**src/hdl/dsp_pkg.sv**
```systemverilog
`default_nettype none

package dsp_pkg;

	localparam int unsigned NUM_BUTTONS = 3;
	localparam int unsigned BTN_MODE    = 0;
	localparam int unsigned BTN_UP      = 1;
	localparam int unsigned BTN_DOWN    = 2;

	typedef enum logic [1:0] {
		REG_MODE_HOLD   = 2'd0,
		REG_UP_HOLD     = 2'd1,
		REG_DOWN_HOLD   = 2'd2,
		REG_READ_PERIOD = 2'd3
	} reg_index_t;

	typedef enum logic {
		OP_TICK = 1'b0,
		OP_PASS = 1'b1
	} opcode_t;

	typedef enum logic [1:0] {
		SHOW_SETPOINT = 2'd0,
		SHOW_DIGITS   = 2'd1,
		SHOW_DOT      = 2'd2,
		SHOW_CELSIUS  = 2'd3
	} show_t;

	localparam logic [2:0] PHASE_DOT     = 3'd3;
	localparam logic [2:0] PHASE_CELSIUS = 3'd4;
	localparam logic [2:0] PHASE_FIRST   = 3'd0;

	localparam logic [7:0] MODE_HOLD_RST   = 8'h20;
	localparam logic [7:0] UP_HOLD_RST     = 8'h10;
	localparam logic [7:0] DOWN_HOLD_RST   = 8'h10;
	localparam logic [7:0] READ_PERIOD_RST = 8'd122;
	localparam logic [7:0] SETPOINT_RST    = 8'd23;

	typedef struct packed {
		logic [7:0] start;
		logic       latched;
		logic       fire;
	} btn_state_t;

endpackage

`default_nettype wire

```
**src/hdl/debounced_setpoint_panel_top.sv**
```systemverilog
`default_nettype none

// Button panel controller: each input transfer is a timer tick or a control pass that samples
// the mode, up and down buttons (active low). Every input transfer gives exactly one result
// transfer, registered in the cycle after it; the internal state is updated in the same cycle,
// so the block takes one item per cycle while the output register drains. Hold times and the
// sensor read period are written through the configuration port; the user must write them
// only while the block is idle, and the block itself does not enforce this.
module debounced_setpoint_panel_top
	import dsp_pkg::*;
(
	input  wire logic        clk,
	input  wire logic        arst_n,

	input  wire logic        cfg_wr_en,
	input  wire logic [1:0]  cfg_index,
	input  wire logic [7:0]  cfg_data,

	input  wire logic        s_axis_tvalid,
	output logic             s_axis_tready,
	input  wire logic [7:0]  s_axis_tdata,   // [0] mode_level, [1] up_level, [2] down_level
	input  wire logic        s_axis_tuser,   // [0] opcode

	output logic             m_axis_tvalid,
	input  wire logic        m_axis_tready,
	output logic [15:0]      m_axis_tdata    // [7:0] setpoint, [8] set_mode,
	                                         // [9] read_request, [11:10] show_what
);

	logic [7:0] hold_q [NUM_BUTTONS];
	logic [7:0] period_ticks_q;

	logic [7:0] clock_q [NUM_BUTTONS];
	logic [7:0] start_q [NUM_BUTTONS];
	logic [NUM_BUTTONS-1:0] latched_q;
	logic       mode_q;
	logic [7:0] temp_q;
	logic [7:0] period_q;
	logic [2:0] phase_q;

	logic [7:0] clock_d [NUM_BUTTONS];
	logic [7:0] start_d [NUM_BUTTONS];
	logic [NUM_BUTTONS-1:0] latched_d;
	logic       mode_d;
	logic [7:0] temp_d;
	logic [7:0] period_d;
	logic [2:0] phase_d;
	logic       req_d;
	show_t      show_d;

	logic       in_xfer;
	logic       is_pass;
	logic [2:0] levels;
	btn_state_t btn [NUM_BUTTONS];

	function automatic btn_state_t debounce(
		input logic       level,
		input logic [7:0] clock,
		input logic [7:0] start,
		input logic       latched,
		input logic [7:0] hold
	);
		btn_state_t r;
		logic [7:0] elapsed;
		r.start   = start;
		r.latched = latched;
		r.fire    = 1'b0;
		elapsed   = clock - start;
		if (!level) begin
			if (!latched) begin
				if (start == 8'd0) begin
					r.start = clock;
				end else if (elapsed >= hold) begin
					r.latched = 1'b1;
				end
			end
		end else begin
			r.fire    = latched;
			r.start   = 8'd0;
			r.latched = 1'b0;
		end
		return r;
	endfunction

	assign s_axis_tready = !m_axis_tvalid || m_axis_tready;
	assign in_xfer       = s_axis_tvalid && s_axis_tready;
	assign is_pass       = (opcode_t'(s_axis_tuser) == OP_PASS);
	assign levels        = s_axis_tdata[2:0];

	always_comb begin
		for (int b = 0; b < NUM_BUTTONS; b++) begin
			clock_d[b]   = clock_q[b];
			start_d[b]   = start_q[b];
			latched_d[b] = latched_q[b];
			btn[b] = debounce(levels[b], clock_q[b], start_q[b], latched_q[b], hold_q[b]);
		end
		mode_d   = mode_q;
		temp_d   = temp_q;
		period_d = period_q;
		phase_d  = phase_q;
		req_d    = 1'b0;
		show_d   = SHOW_SETPOINT;

		if (!is_pass) begin
			period_d = period_q + 8'd1;
			for (int b = 0; b < NUM_BUTTONS; b++) begin
				clock_d[b] = clock_q[b] + 8'd1;
			end
		end else begin
			start_d[BTN_MODE]   = btn[BTN_MODE].start;
			latched_d[BTN_MODE] = btn[BTN_MODE].latched;
			mode_d              = mode_q ^ btn[BTN_MODE].fire;
			if (mode_d) begin
				start_d[BTN_UP]     = btn[BTN_UP].start;
				latched_d[BTN_UP]   = btn[BTN_UP].latched;
				start_d[BTN_DOWN]   = btn[BTN_DOWN].start;
				latched_d[BTN_DOWN] = btn[BTN_DOWN].latched;
				temp_d = temp_q + {7'd0, btn[BTN_UP].fire} - {7'd0, btn[BTN_DOWN].fire};
			end else begin
				if (period_q >= period_ticks_q) begin
					req_d    = 1'b1;
					period_d = 8'd0;
				end
				if (phase_q == PHASE_DOT) begin
					show_d  = SHOW_DOT;
					phase_d = PHASE_CELSIUS;
				end else if (phase_q == PHASE_CELSIUS) begin
					show_d  = SHOW_CELSIUS;
					phase_d = PHASE_FIRST;
				end else begin
					show_d  = SHOW_DIGITS;
					phase_d = phase_q + 3'd1;
				end
			end
		end
	end

	always_ff @(posedge clk or negedge arst_n) begin
		if (!arst_n) begin
			hold_q[BTN_MODE] <= MODE_HOLD_RST;
			hold_q[BTN_UP]   <= UP_HOLD_RST;
			hold_q[BTN_DOWN] <= DOWN_HOLD_RST;
			period_ticks_q   <= READ_PERIOD_RST;
		end else if (cfg_wr_en) begin
			unique case (reg_index_t'(cfg_index))
				REG_MODE_HOLD:   hold_q[BTN_MODE] <= cfg_data;
				REG_UP_HOLD:     hold_q[BTN_UP]   <= cfg_data;
				REG_DOWN_HOLD:   hold_q[BTN_DOWN] <= cfg_data;
				REG_READ_PERIOD: period_ticks_q   <= cfg_data;
				default: begin
				end
			endcase
		end
	end

	always_ff @(posedge clk or negedge arst_n) begin
		if (!arst_n) begin
			for (int b = 0; b < NUM_BUTTONS; b++) begin
				clock_q[b] <= 8'd0;
				start_q[b] <= 8'd0;
			end
			latched_q <= '0;
			mode_q    <= 1'b0;
			temp_q    <= SETPOINT_RST;
			period_q  <= 8'd0;
			phase_q   <= PHASE_FIRST;
		end else if (in_xfer) begin
			for (int b = 0; b < NUM_BUTTONS; b++) begin
				clock_q[b] <= clock_d[b];
				start_q[b] <= start_d[b];
			end
			latched_q <= latched_d;
			mode_q    <= mode_d;
			temp_q    <= temp_d;
			period_q  <= period_d;
			phase_q   <= phase_d;
		end
	end

	always_ff @(posedge clk or negedge arst_n) begin
		if (!arst_n) begin
			m_axis_tvalid <= 1'b0;
		end else if (s_axis_tready) begin
			m_axis_tvalid <= s_axis_tvalid;
		end
	end

	always_ff @(posedge clk) begin
		if (in_xfer) begin
			m_axis_tdata <= {4'd0, show_d, req_d, mode_d, temp_d};
		end
	end

	a_latch_has_stamp: assert property (@(posedge clk) disable iff (!arst_n)
		latched_q[BTN_MODE] |-> (start_q[BTN_MODE] != 8'd0))
		else $error("mode button latched without a start stamp");

	a_phase_range: assert property (@(posedge clk) disable iff (!arst_n)
		(phase_q == 3'd0) || (phase_q == 3'd1) || (phase_q == 3'd2) ||
		(phase_q == PHASE_DOT) || (phase_q == PHASE_CELSIUS))
		else $error("display phase out of sequence");

	a_show_display_only: assert property (@(posedge clk) disable iff (!arst_n)
		(m_axis_tvalid && (m_axis_tdata[11:10] != SHOW_SETPOINT)) |-> !m_axis_tdata[8])
		else $error("display step shown in set mode");

	a_req_display_only: assert property (@(posedge clk) disable iff (!arst_n)
		(m_axis_tvalid && m_axis_tdata[9]) |-> (m_axis_tdata[11:10] != SHOW_SETPOINT))
		else $error("read request outside a display pass");

	a_result_follows: assert property (@(posedge clk) disable iff (!arst_n)
		in_xfer |=> m_axis_tvalid)
		else $error("input transfer produced no result");

	a_tick_quiet: assert property (@(posedge clk) disable iff (!arst_n)
		(in_xfer && !is_pass) |=> (m_axis_tdata[11:9] == 3'd0))
		else $error("tick produced a request or display step");

endmodule

`default_nettype wire
```
**config.mk**
```make
export PLATFORM = sky130hd
export DESIGN_NAME = debounced_setpoint_panel_top
export DESIGN_NICKNAME = d
export VERILOG_FILES = /design/src/hdl/dsp_pkg.sv /design/src/hdl/debounced_setpoint_panel_top.sv
export SDC_FILE = /design/constraint.sdc
export NUM_CORES = 1
export LEC_CHECK = 0
export BUFFER_PORTS_ARGS = -buffer_cell sky130_fd_sc_hd__buf_2
export CAP_MARGIN = 5
export CORE_UTILIZATION = 63
export CTS_CLUSTER_DIAMETER = 80
export DETAILED_ROUTE_END_ITERATION = 16
export PLACE_DENSITY = 0.88
export SETUP_SLACK_MARGIN = 0.02
export SYNTH_ARGS = -nofsm -noshare
export SYNTH_HDL_FRONTEND = slang
export SYNTH_SLANG_ARGS = --single-unit
```
**constraint.sdc**
```tcl
create_clock -name clk -period 4.95 [get_ports clk]
set_input_delay 0.495 -clock clk [delete_from_list [all_inputs] [get_ports clk]]
set_output_delay 0.495 -clock clk [all_outputs]
set_load 0.02 [all_outputs]
```
# After elaboration in Yosys (flattened, before gate mapping)
# Index checks and enable logic that the tools add are counted.
[word_totals]
out_inout_bits = 18
wordCells = 100
reg_bits = 116
in_bits = 24
[op_classes]
magnitude_cmp = 4
n_reduce_logical = 24
mux = 29
n_addsub = 10
eq_ne = 10
bitwise = 3
[ops]
columns = ["cell", "n"]
rows = [
  ["8-bit 2-to-1 mux", 8],
  ["9-bit 2-to-1 mux", 6],
  ["8-bit by 1-bit adder with 8-bit output (second input constant)", 4],
  ["8-bit greater-or-equal comparator", 4],
  ["8-bit zero test", 3],
  ["8-bit subtractor", 3],
  ["2-bit AND reduction", 6],
  ["1-bit 2-to-1 mux", 11],
  ["5-bit AND reduction", 2],
  ["3-bit AND reduction", 3],
  ["8-bit by 1-bit adder with 8-bit output", 1],
  ["2-bit inequality test (second input constant)", 4],
  ["8-bit by 1-bit subtractor with 8-bit output", 1],
  ["3-bit 2-to-1 mux", 2],
  ["2-bit nonzero test", 3],
  ["2-bit == test (second input constant)", 2],
  ["2-bit 2-to-1 mux", 2],
  ["4-bit AND reduction", 1],
  ["3-bit by 1-bit adder with 3-bit output (second input constant)", 1],
  ["3-bit by 2-bit == test with 1-bit output (second input constant)", 1],
  ["3-bit == test (second input constant)", 1],
  ["3-bit OR reduction", 1],
  ["2-bit by 1-bit == test with 1-bit output (second input constant)", 1],
  ["2-bit zero test", 1],
  ["7 further kinds", 8],
]

# Depth between registers and ports, before layout
# Gate-level depths: netlist of run 1.
[depth]
word_depth = 6
depth_mapped = 14
mapped_depth_nobuf = 14

# Worst setup path before layout of run 1
# Ideal clock, no wire load.
[synth_timing]
path_kind = "register -> register"
startpoint = "register clock_q[8] (netlist bit)"
endpoint = "register latched_q[1]"
stages_incl_launch_ff = 15
required_ns = 4.807
slack_ns = 2.142
arrival_time_ns = 2.665
path_buffers = 0
setup_time_ns = 0.143
path_cell_list = "dfrtp_1 inv_1 ha_1 inv_1 fa_1 a21o_1 a21oi_1 o21bai_1 a21oi_1 xnor2_1 ha_1 a21oi_1 nor2b_1 a2111oi_0 a221oi_1"
[synth_between]
elab_chain_cells = 6
[synth_lines]
columns = ["element", "line", "rtl"]
rows = [
  ["start: declaration", "debounced_setpoint_panel_top.sv:33", "logic [7:0] clock_q [NUM_BUTTONS];"],
  ["start signal: indexed assignment", "debounced_setpoint_panel_top.sv:169", "clock_q[b] <= clock_d[b];"],
  ["8-bit subtractor", "debounced_setpoint_panel_top.sv:68", "elapsed = clock - start;"],
  ["8-bit greater-or-equal comparator", "debounced_setpoint_panel_top.sv:73", "end else if (elapsed >= hold) begin"],
  ["1-bit 2-to-1 mux", "debounced_setpoint_panel_top.sv:73", ""],
  ["1-bit 2-to-1 mux", "debounced_setpoint_panel_top.sv:71", "if (start == 8'd0) begin"],
  ["9-bit 2-to-1 mux", "debounced_setpoint_panel_top.sv:70", "if (!latched) begin"],
  ["9-bit 2-to-1 mux", "debounced_setpoint_panel_top.sv:69", "if (!level) begin"],
  ["end signal: assignment", "debounced_setpoint_panel_top.sv:172", "latched_q <= latched_d;"],
  ["end: declaration", "debounced_setpoint_panel_top.sv:35", "logic [NUM_BUTTONS-1:0] latched_q;"],
]
# No other way between the ends. The select of a mux whose other input is x is not followed.
# A chain may end at the register's enable or synchronous reset.

# Worst setup path after layout of run 1
[layout_timing]
startpoint = "register clock_q[0] (netlist bit)"
endpoint = "register latched_q[2]"
# The elaborated chain is that of the path after synthesis.

==> results of run 1 <==
[cell usage in the layout, fill, tap and decap left out, types with 3 or more instances in the layout]
cell type and instances:
buf_2 31, edfxtp_1 12, clkinv_2 4, nand3_1 17
clkbuf_16 17, nand2b_1 5, fa_1 4, o41ai_1 4
buf_4 4, nor2_1 39, dfrtp_1 92, and3_1 5
xor2_1 7, o21ai_0 30, and4_1 3, a22o_1 17
nor3_1 8, dfstp_2 12, a21oi_1 30, ha_1 68
nor2b_1 12, inv_1 73, a2111oi_0 3, mux2i_1 12
nand2_1 46, nor4_1 6, o211ai_1 6, conb_1 4
nand4_1 7, o21bai_1 4, a21o_1 6, mux2_2 31
xnor2_1 43, bufinv_16 6
[final cells by class]
class	instances	area (µm²)	area share (%)
clock inverters	10	200	2.59
well taps	136	170	2.20
clock buffers	21	460	5.95
multi-input cells	446	3460	44.8
flip-flops and latches	116	2980	38.5
inverters	74	278	3.59
repair buffers	35	185	2.39
[power by group through the flow]
| stage | sequential [µW] | clock [µW] | combinational [µW] |
|---|---|---|---|
| floorplan | 1510 | 0 | 1910 |
| global placement | 1520 | 0 | 2250 |
| detailed placement | 1540 | 0 | 2450 |
| CTS | 1530 | 1390 | 2560 |
| global route | 1580 | 1430 | 2870 |
| finish | 1540 | 1390 | 2580 |
[metal layers]
| layer | part of all wire (%) | track usage, % | wire, µm |
|---|---|---|---|
| met5 | 0 | 0 | 0 |
| met4 | 3.5 | 15.0 | 515 |
| met3 | 5.7 | 5.63 | 835 |
| met2 | 49 | 45.2 | 7180 |
| met1 | 41 | 35.5 | 5990 |
[logic make-up (layout without fill, tap and decap cells)]
family | after synthesis | after routing | synth area share (%)
compound gates | 112 | 112 | 11.1
xor+xnor | 50 | 50 | 6.45
fa+ha+maj | 72 | 72 | 13.7
buf+inv | 85 | 140 | 5.26
flops | 116 | 116 | 43.9
mux | 43 | 43 | 6.91
other cells | 1 | 4 | 0.0553
simple gates | 165 | 165 | 12.6
[final timing paths]
check	startpoint	end	cells after the start
max in group asynchronous	arst_n	phase_q[1]	2
setup reg to reg	clock_q[0]	latched_q[2]	14
hold / removal	arst_n	clock_q[3]	1
hold reg to reg	temp_q[0]	temp_q[0]	2
setup / recovery	clock_q[0]	latched_q[2]	14
min in group clk	s_axis_tvalid	m_axis_tvalid	2
[state kept, by name (all words and copies together), names as in the netlist]
| name | count |
|---|---|
| clock_q | 24 |
| hold_q | 24 |
| latched_q | 3 |
| m_axis_tdata | 12 |
| m_axis_tvalid | 1 |
| mode_q | 1 |
| period_q | 8 |
| period_ticks_q | 8 |
| phase_q | 3 |
| start_q | 24 |
| temp_q | 8 |
[per-stage QoR]
stage / total power [µW] / hold WS [ns] / setup slack (ns) / instance area (µm²) / util, %
3_5_place_dp: 3990 / 0.464 / 1.82 / 7070 / 68.2
6_report: 5510 / 0.0109 / 1.46 / 7730 / 74.6
2_1_floorplan: 3420 / 0.199 / 2.14 / 6800 / -
3_3_place_gp: 3770 / 0.457 / 1.95 / 7070 / 68.2
5_1_grt: 5870 / 0.0709 / 1.38 / 7730 / 74.6
4_1_cts: 5480 / 0.0336 / 1.57 / 7730 / 74.6
[worst max-delay path: cells and delay by family, from the launching register on]
kind / cells / cell delay (ns)
AO/OA/AOI/OAI: 7 / 1.70
XOR/XNOR: 1 / 0.16
adder cells (fa/ha/maj): 3 / 0.86
buffers and inverters: 2 / 0.15
flip-flops: 1 / 0.40
AND/OR/NAND/NOR: 1 / 0.08
==> reports/results.tsv, run 1 <==
metric	value	unit
crit-path most repeated cell	a21oi_1	
switching pwr	2120	µW
DRC Markers	0	
cells along the critical path	inv_1, ha_1, inv_1, fa_1, a21o_1, a21oi_1, o21bai_1, a21oi_1, xnor2_1, ha_1, a21oi_1, nor2b_1, a2111oi_0, a221oi_1	
clock group share of total power	25.1	%
top cell type's share of synthesized area	33.9	%
Pwr Density	712	nW/µm²
clock sinks	116	
number of inserted diodes	0	
Distinct cells, synth	54	
Ports	42	
sequential share of the synthesized area	43.9	%
layout cells sized above 1	17.2	%
Main synth FF type	dfrtp_1	
top-count cell post-synth	dfrtp_1	
die area	11200	µm²
global placer's final weighted congestion	0.826	
Slew Limit Fails	0	
commonest cells in the netlist	dfrtp_1 (92), inv_1 (73), ha_1 (68)	
Reg power frac	28.0	%
RSZ-0062 raised after global routing	no	
Die H	106	µm
GRT Util Overall	28.0	%
fin cells	838	
post-CTS setup buffer count	0	
internal power	3390	µW
CP Max Fanout	4	
outcome	complete, no violations	
worst skew pair latency	0.53	ns
hold_buf cts	0	
Rows	37	
Synth-to-Final Area Change	14.0	%
switch share	38.4	%
final setup vio count	0	
HPWL after DPL	9.72	mm
Gate power share	46.9	%
Routed wire per std cell	17.3	µm
Starting DRT DRC Count	261	
largest cells by area after synthesis	dfrtp_1 (34%), ha_1 (13%), xnor2_1 (5.6%)	
routed via count	5049	
count of TritonRoute iterations in the first routing pass	6	
Max clock buf depth	2	
async set-reset flop share out of synthesis	89.7	%
maximum vdd drop	0.312	mV
Syn Area/Cell	10.5	µm²
Avg Vias per Cell	6.03	
synthesized area	6790	µm²
Filler cells	622	
Placed Cells	807	
Initial Util	65.4	%
Arrival @ worst endpoint	3.87	ns
Worst-Margin Slew	0.674	ns
fmax	286	MHz
Slowest cell on crit path	a2111oi_0	
max-cap viol count	0	
Post-Synthesis Cells	644	
Tcrit/Tclk final	70.5	%
Post-synth EDFFs	12	
TritonCTS clock tree	yes	
H-tree depth	4	
CTS root buffer	clkbuf_8	
clock edge transition at the registers on the reported setup and hold paths	0.06	ns
startpoint types	flop	
crit end category	flop	
total negative slack	0	ns
leading area contributor after synthesis	dfrtp_1	
post-CTS sizing	0	
largest net degree at the start of global routing	55	
IO Port Bufs	32	
Critical Path RT	5.33	ns
CORE AREA	10400	µm²
critical path type	flop to flop	
Synth warnings	0	
clock skew	0.00594	ns
total CTS buffers	17	
total gr overflow	0	
Final min period	3.49	ns
Slowest Stage Delay on Critical Path	0.58	ns
Routed WL	14.5	mm
Reg2Reg Setup Slack	1.46	ns
Final nets	786	
Die X	106	µm
Leakage Power	0.00355	µW
first-pass GRT wire length	24.3	mm
vias in the first global route	5160	
Slew HR	55.1	%
initial antenna violation count	0	
DRT antenna net count	0	
endpoints failing hold	0	
synthesized flop and latch total	116	
Min-Delay Path Class	input pin to async pin	
Power figures use the tool's default switching activity.
==> run 2: changes to the inputs <==
--- a/config.mk
+++ b/config.mk
@@ -7,10 +7,10 @@
 export LEC_CHECK = 0
 export BUFFER_PORTS_ARGS = -buffer_cell sky130_fd_sc_hd__buf_2
 export CAP_MARGIN = 5
-export CORE_UTILIZATION = 63
+export CORE_UTILIZATION = 61
 export CTS_CLUSTER_DIAMETER = 80
 export DETAILED_ROUTE_END_ITERATION = 16
-export PLACE_DENSITY = 0.88
+export PLACE_DENSITY = 0.86
 export SETUP_SLACK_MARGIN = 0.02
 export SYNTH_ARGS = -nofsm -noshare
 export SYNTH_HDL_FRONTEND = slang
==> constraint.sdc (replaced) <==
create_clock -name clk -period 3.23 [get_ports clk]
set_input_delay 0.323 -clock clk [delete_from_list [all_inputs] [get_ports clk]]
set_output_delay 0.323 -clock clk [all_outputs]
set_load 0.02 [all_outputs]
==> run 2 against run 1 <==
Effect of this change:
- clock skew barely moved
- via count down 1.1%
- clock power increased by 36%
- global-route usage decreased by 0.80 points
- combinational power increased by 56%
- fmax increased by 14%
- final area down 0.29%
- sequential power up 53%
- largest cell class unchanged
- largest power group unchanged
- highest routed layer unchanged
==> reports/results.tsv, run 2 (same netlist as run 1, synthesis figures left out) <==
metric	value	unit	change
outcome	complete, no violations		
critical path type	flop to flop		
Starting DRT DRC Count	257		-1.5%
clock skew	0.00588	ns	-0.0000602 ns
routed via count	4992		-1.1%
Rows	38		+2.7%
total negative slack	0	ns	unchanged
Synth-to-Final Area Change	13.6	%	
GRT Util Overall	27.2	%	-0.80 points
initial antenna violation count	0		unchanged
final setup vio count	0		unchanged
total CTS buffers	17		unchanged
hold slack	0.0155	ns	+0.00460 ns
Tcrit/Tclk final	95.0	%	+24 points
DRC Markers	0		unchanged
number of inserted diodes	0		unchanged
most common cell after layout, fill and taps aside	dfrtp_1		
Final nets	788		+0.25%
worst skew pair latency	0.52	ns	about the same
endpoints failing hold	0		unchanged
largest registers	clock_q: 24 flops, hold_q: 24 flops, start_q: 24 flops		
CTS root buffer	clkbuf_8		
Die X	107	µm	+1.6%
post-route cell area	7710	µm²	-0.29%
IO Port Bufs	32		unchanged
RSZ-0062 raised after global routing	no		
TritonCTS clock tree	yes		
maximum vdd drop	0.504	mV	+62%
CP Max Fanout	4		unchanged
crit end category	flop		
Critical Path RT	3.60	ns	-1.73 ns
Pwr Density	1070	nW/µm²	+51%
clock edge transition at the registers on the reported setup and hold paths	0.05	ns	about the same
Routed WL	14.1	mm	-2.7%
Final min period	3.07	ns	-0.424 ns
DP Worst Slack	0.127	ns	-1.70 ns
Max clock buf depth	2		unchanged
fmax	326	MHz	+14%
H-tree depth	4		unchanged
startpoint types	flop		
Leakage Power	0.00353	µW	-0.57%
Avg Vias per Cell	5.91		-1.9%
first-pass GRT wire length	24.2	mm	-0.31%
clock sinks	116		unchanged
Ports	42		unchanged
Filler cells	723		+16%
largest net degree at the start of global routing	90		+64%
most frequent cells in the layout	dfrtp_1 (92), inv_1 (73), ha_1 (68)		
total gr overflow	0		unchanged
vias in the first global route	5215		+1.1%
count of TritonRoute iterations in the first routing pass	5		-1
Die H	107	µm	+1.6%
CORE AREA	10800	µm²	+4.5%
placed cell area	7090	µm²	+0.28%
post-CTS setup buffer count	0		unchanged
HPWL after DPL	9.53	mm	-2.0%
Slew HR	26.4	%	-29 points
Worst-Margin Slew	1.10	ns	+0.430 ns
Initial Util	62.6	%	-2.8 points
Routed wire per std cell	16.7	µm	-3.5%
global placer's final weighted congestion	0.874		+5.8%
Arrival @ worst endpoint	3.43	ns	-0.44 ns
layout cells sized above 1	17.6	%	+0.35 points
max-cap viol count	0		unchanged
die area	11500	µm²	+3.2%
DRT antenna net count	0		unchanged
Slew Limit Fails	0		unchanged
Min-Delay Path Class	input pin to async pin		
final worst setup slack	0.163	ns	-1.30 ns
[run 2: per-layer routing]
metal,track usage (%),wire length (µm)
met1,33.1,5930
met5,0,0
met4,15.1,504
met2,45.9,7160
met3,4.54,538
[run 2: timing repair]
| action | 4_1_cts | 5_1_grt |
|---|---|---|
| setup endpoints to repair | 0 | 2 |
| endpoints found under the hold margin | 0 | 0 |
| hold buffers | 0 | 0 |
| gates resized for setup | 0 | 7 |
[run 2: final timing paths]
kind | from | to | slack, ns | depth (start not counted)
setup / recovery | clock_q[8] | latched_q[1] | 0.16 | 14
hold / removal | arst_n | clock_q[3] | 0.02 | 1
setup reg to reg | clock_q[8] | latched_q[1] | 0.16 | 14
hold reg to reg | temp_q[0] | temp_q[0] | 0.47 | 2
max in group asynchronous | arst_n | start_q[22] | 2.36 | 2
min in group clk | s_axis_tvalid | m_axis_tvalid | 0.04 | 2
[run 2: worst max-delay path: stages (launching register included)]
cell and delay [ns]:
dfrtp_1 0.40, inv_1 0.10, ha_1 0.18, inv_1 0.05, fa_1 0.41, a21o_1 0.19, a21oi_2 0.18, o21bai_1 0.08
a21oi_1 0.19, xnor2_1 0.14, ha_1 0.27, a21oi_1 0.15, nor2b_1 0.07, a2111oi_2 0.36, a221oi_1 0.15
[run 2: power breakdown]
part | internal [µW] | switching [µW] | total (µW)
logic | 1840 | 2180 | 4020
clock network | 1260 | 635 | 1890
registers | 1950 | 411 | 2360
total | 5050 | 3230 | 8280
[run 2: cell type report]
class / instances / area, µm² / share of cell area [%]
inverters: 74 / 278 / 3.60
well taps: 140 / 175 / 2.27
multi-input cells: 446 / 3490 / 45.3
clock inverters: 4 / 95.1 / 1.23
repair buffers: 37 / 200 / 2.60
clock buffers: 28 / 495 / 6.43
flip-flops and latches: 116 / 2980 / 38.6
[run 2: through the flow]
step,instances,power [µW],utilization [%]
floorplan,647,5240,-
global placement,813,5800,65.4
detailed placement,813,6100,65.4
CTS,845,8160,70.9
global route,845,8890,71.1
finish,845,8280,71.1
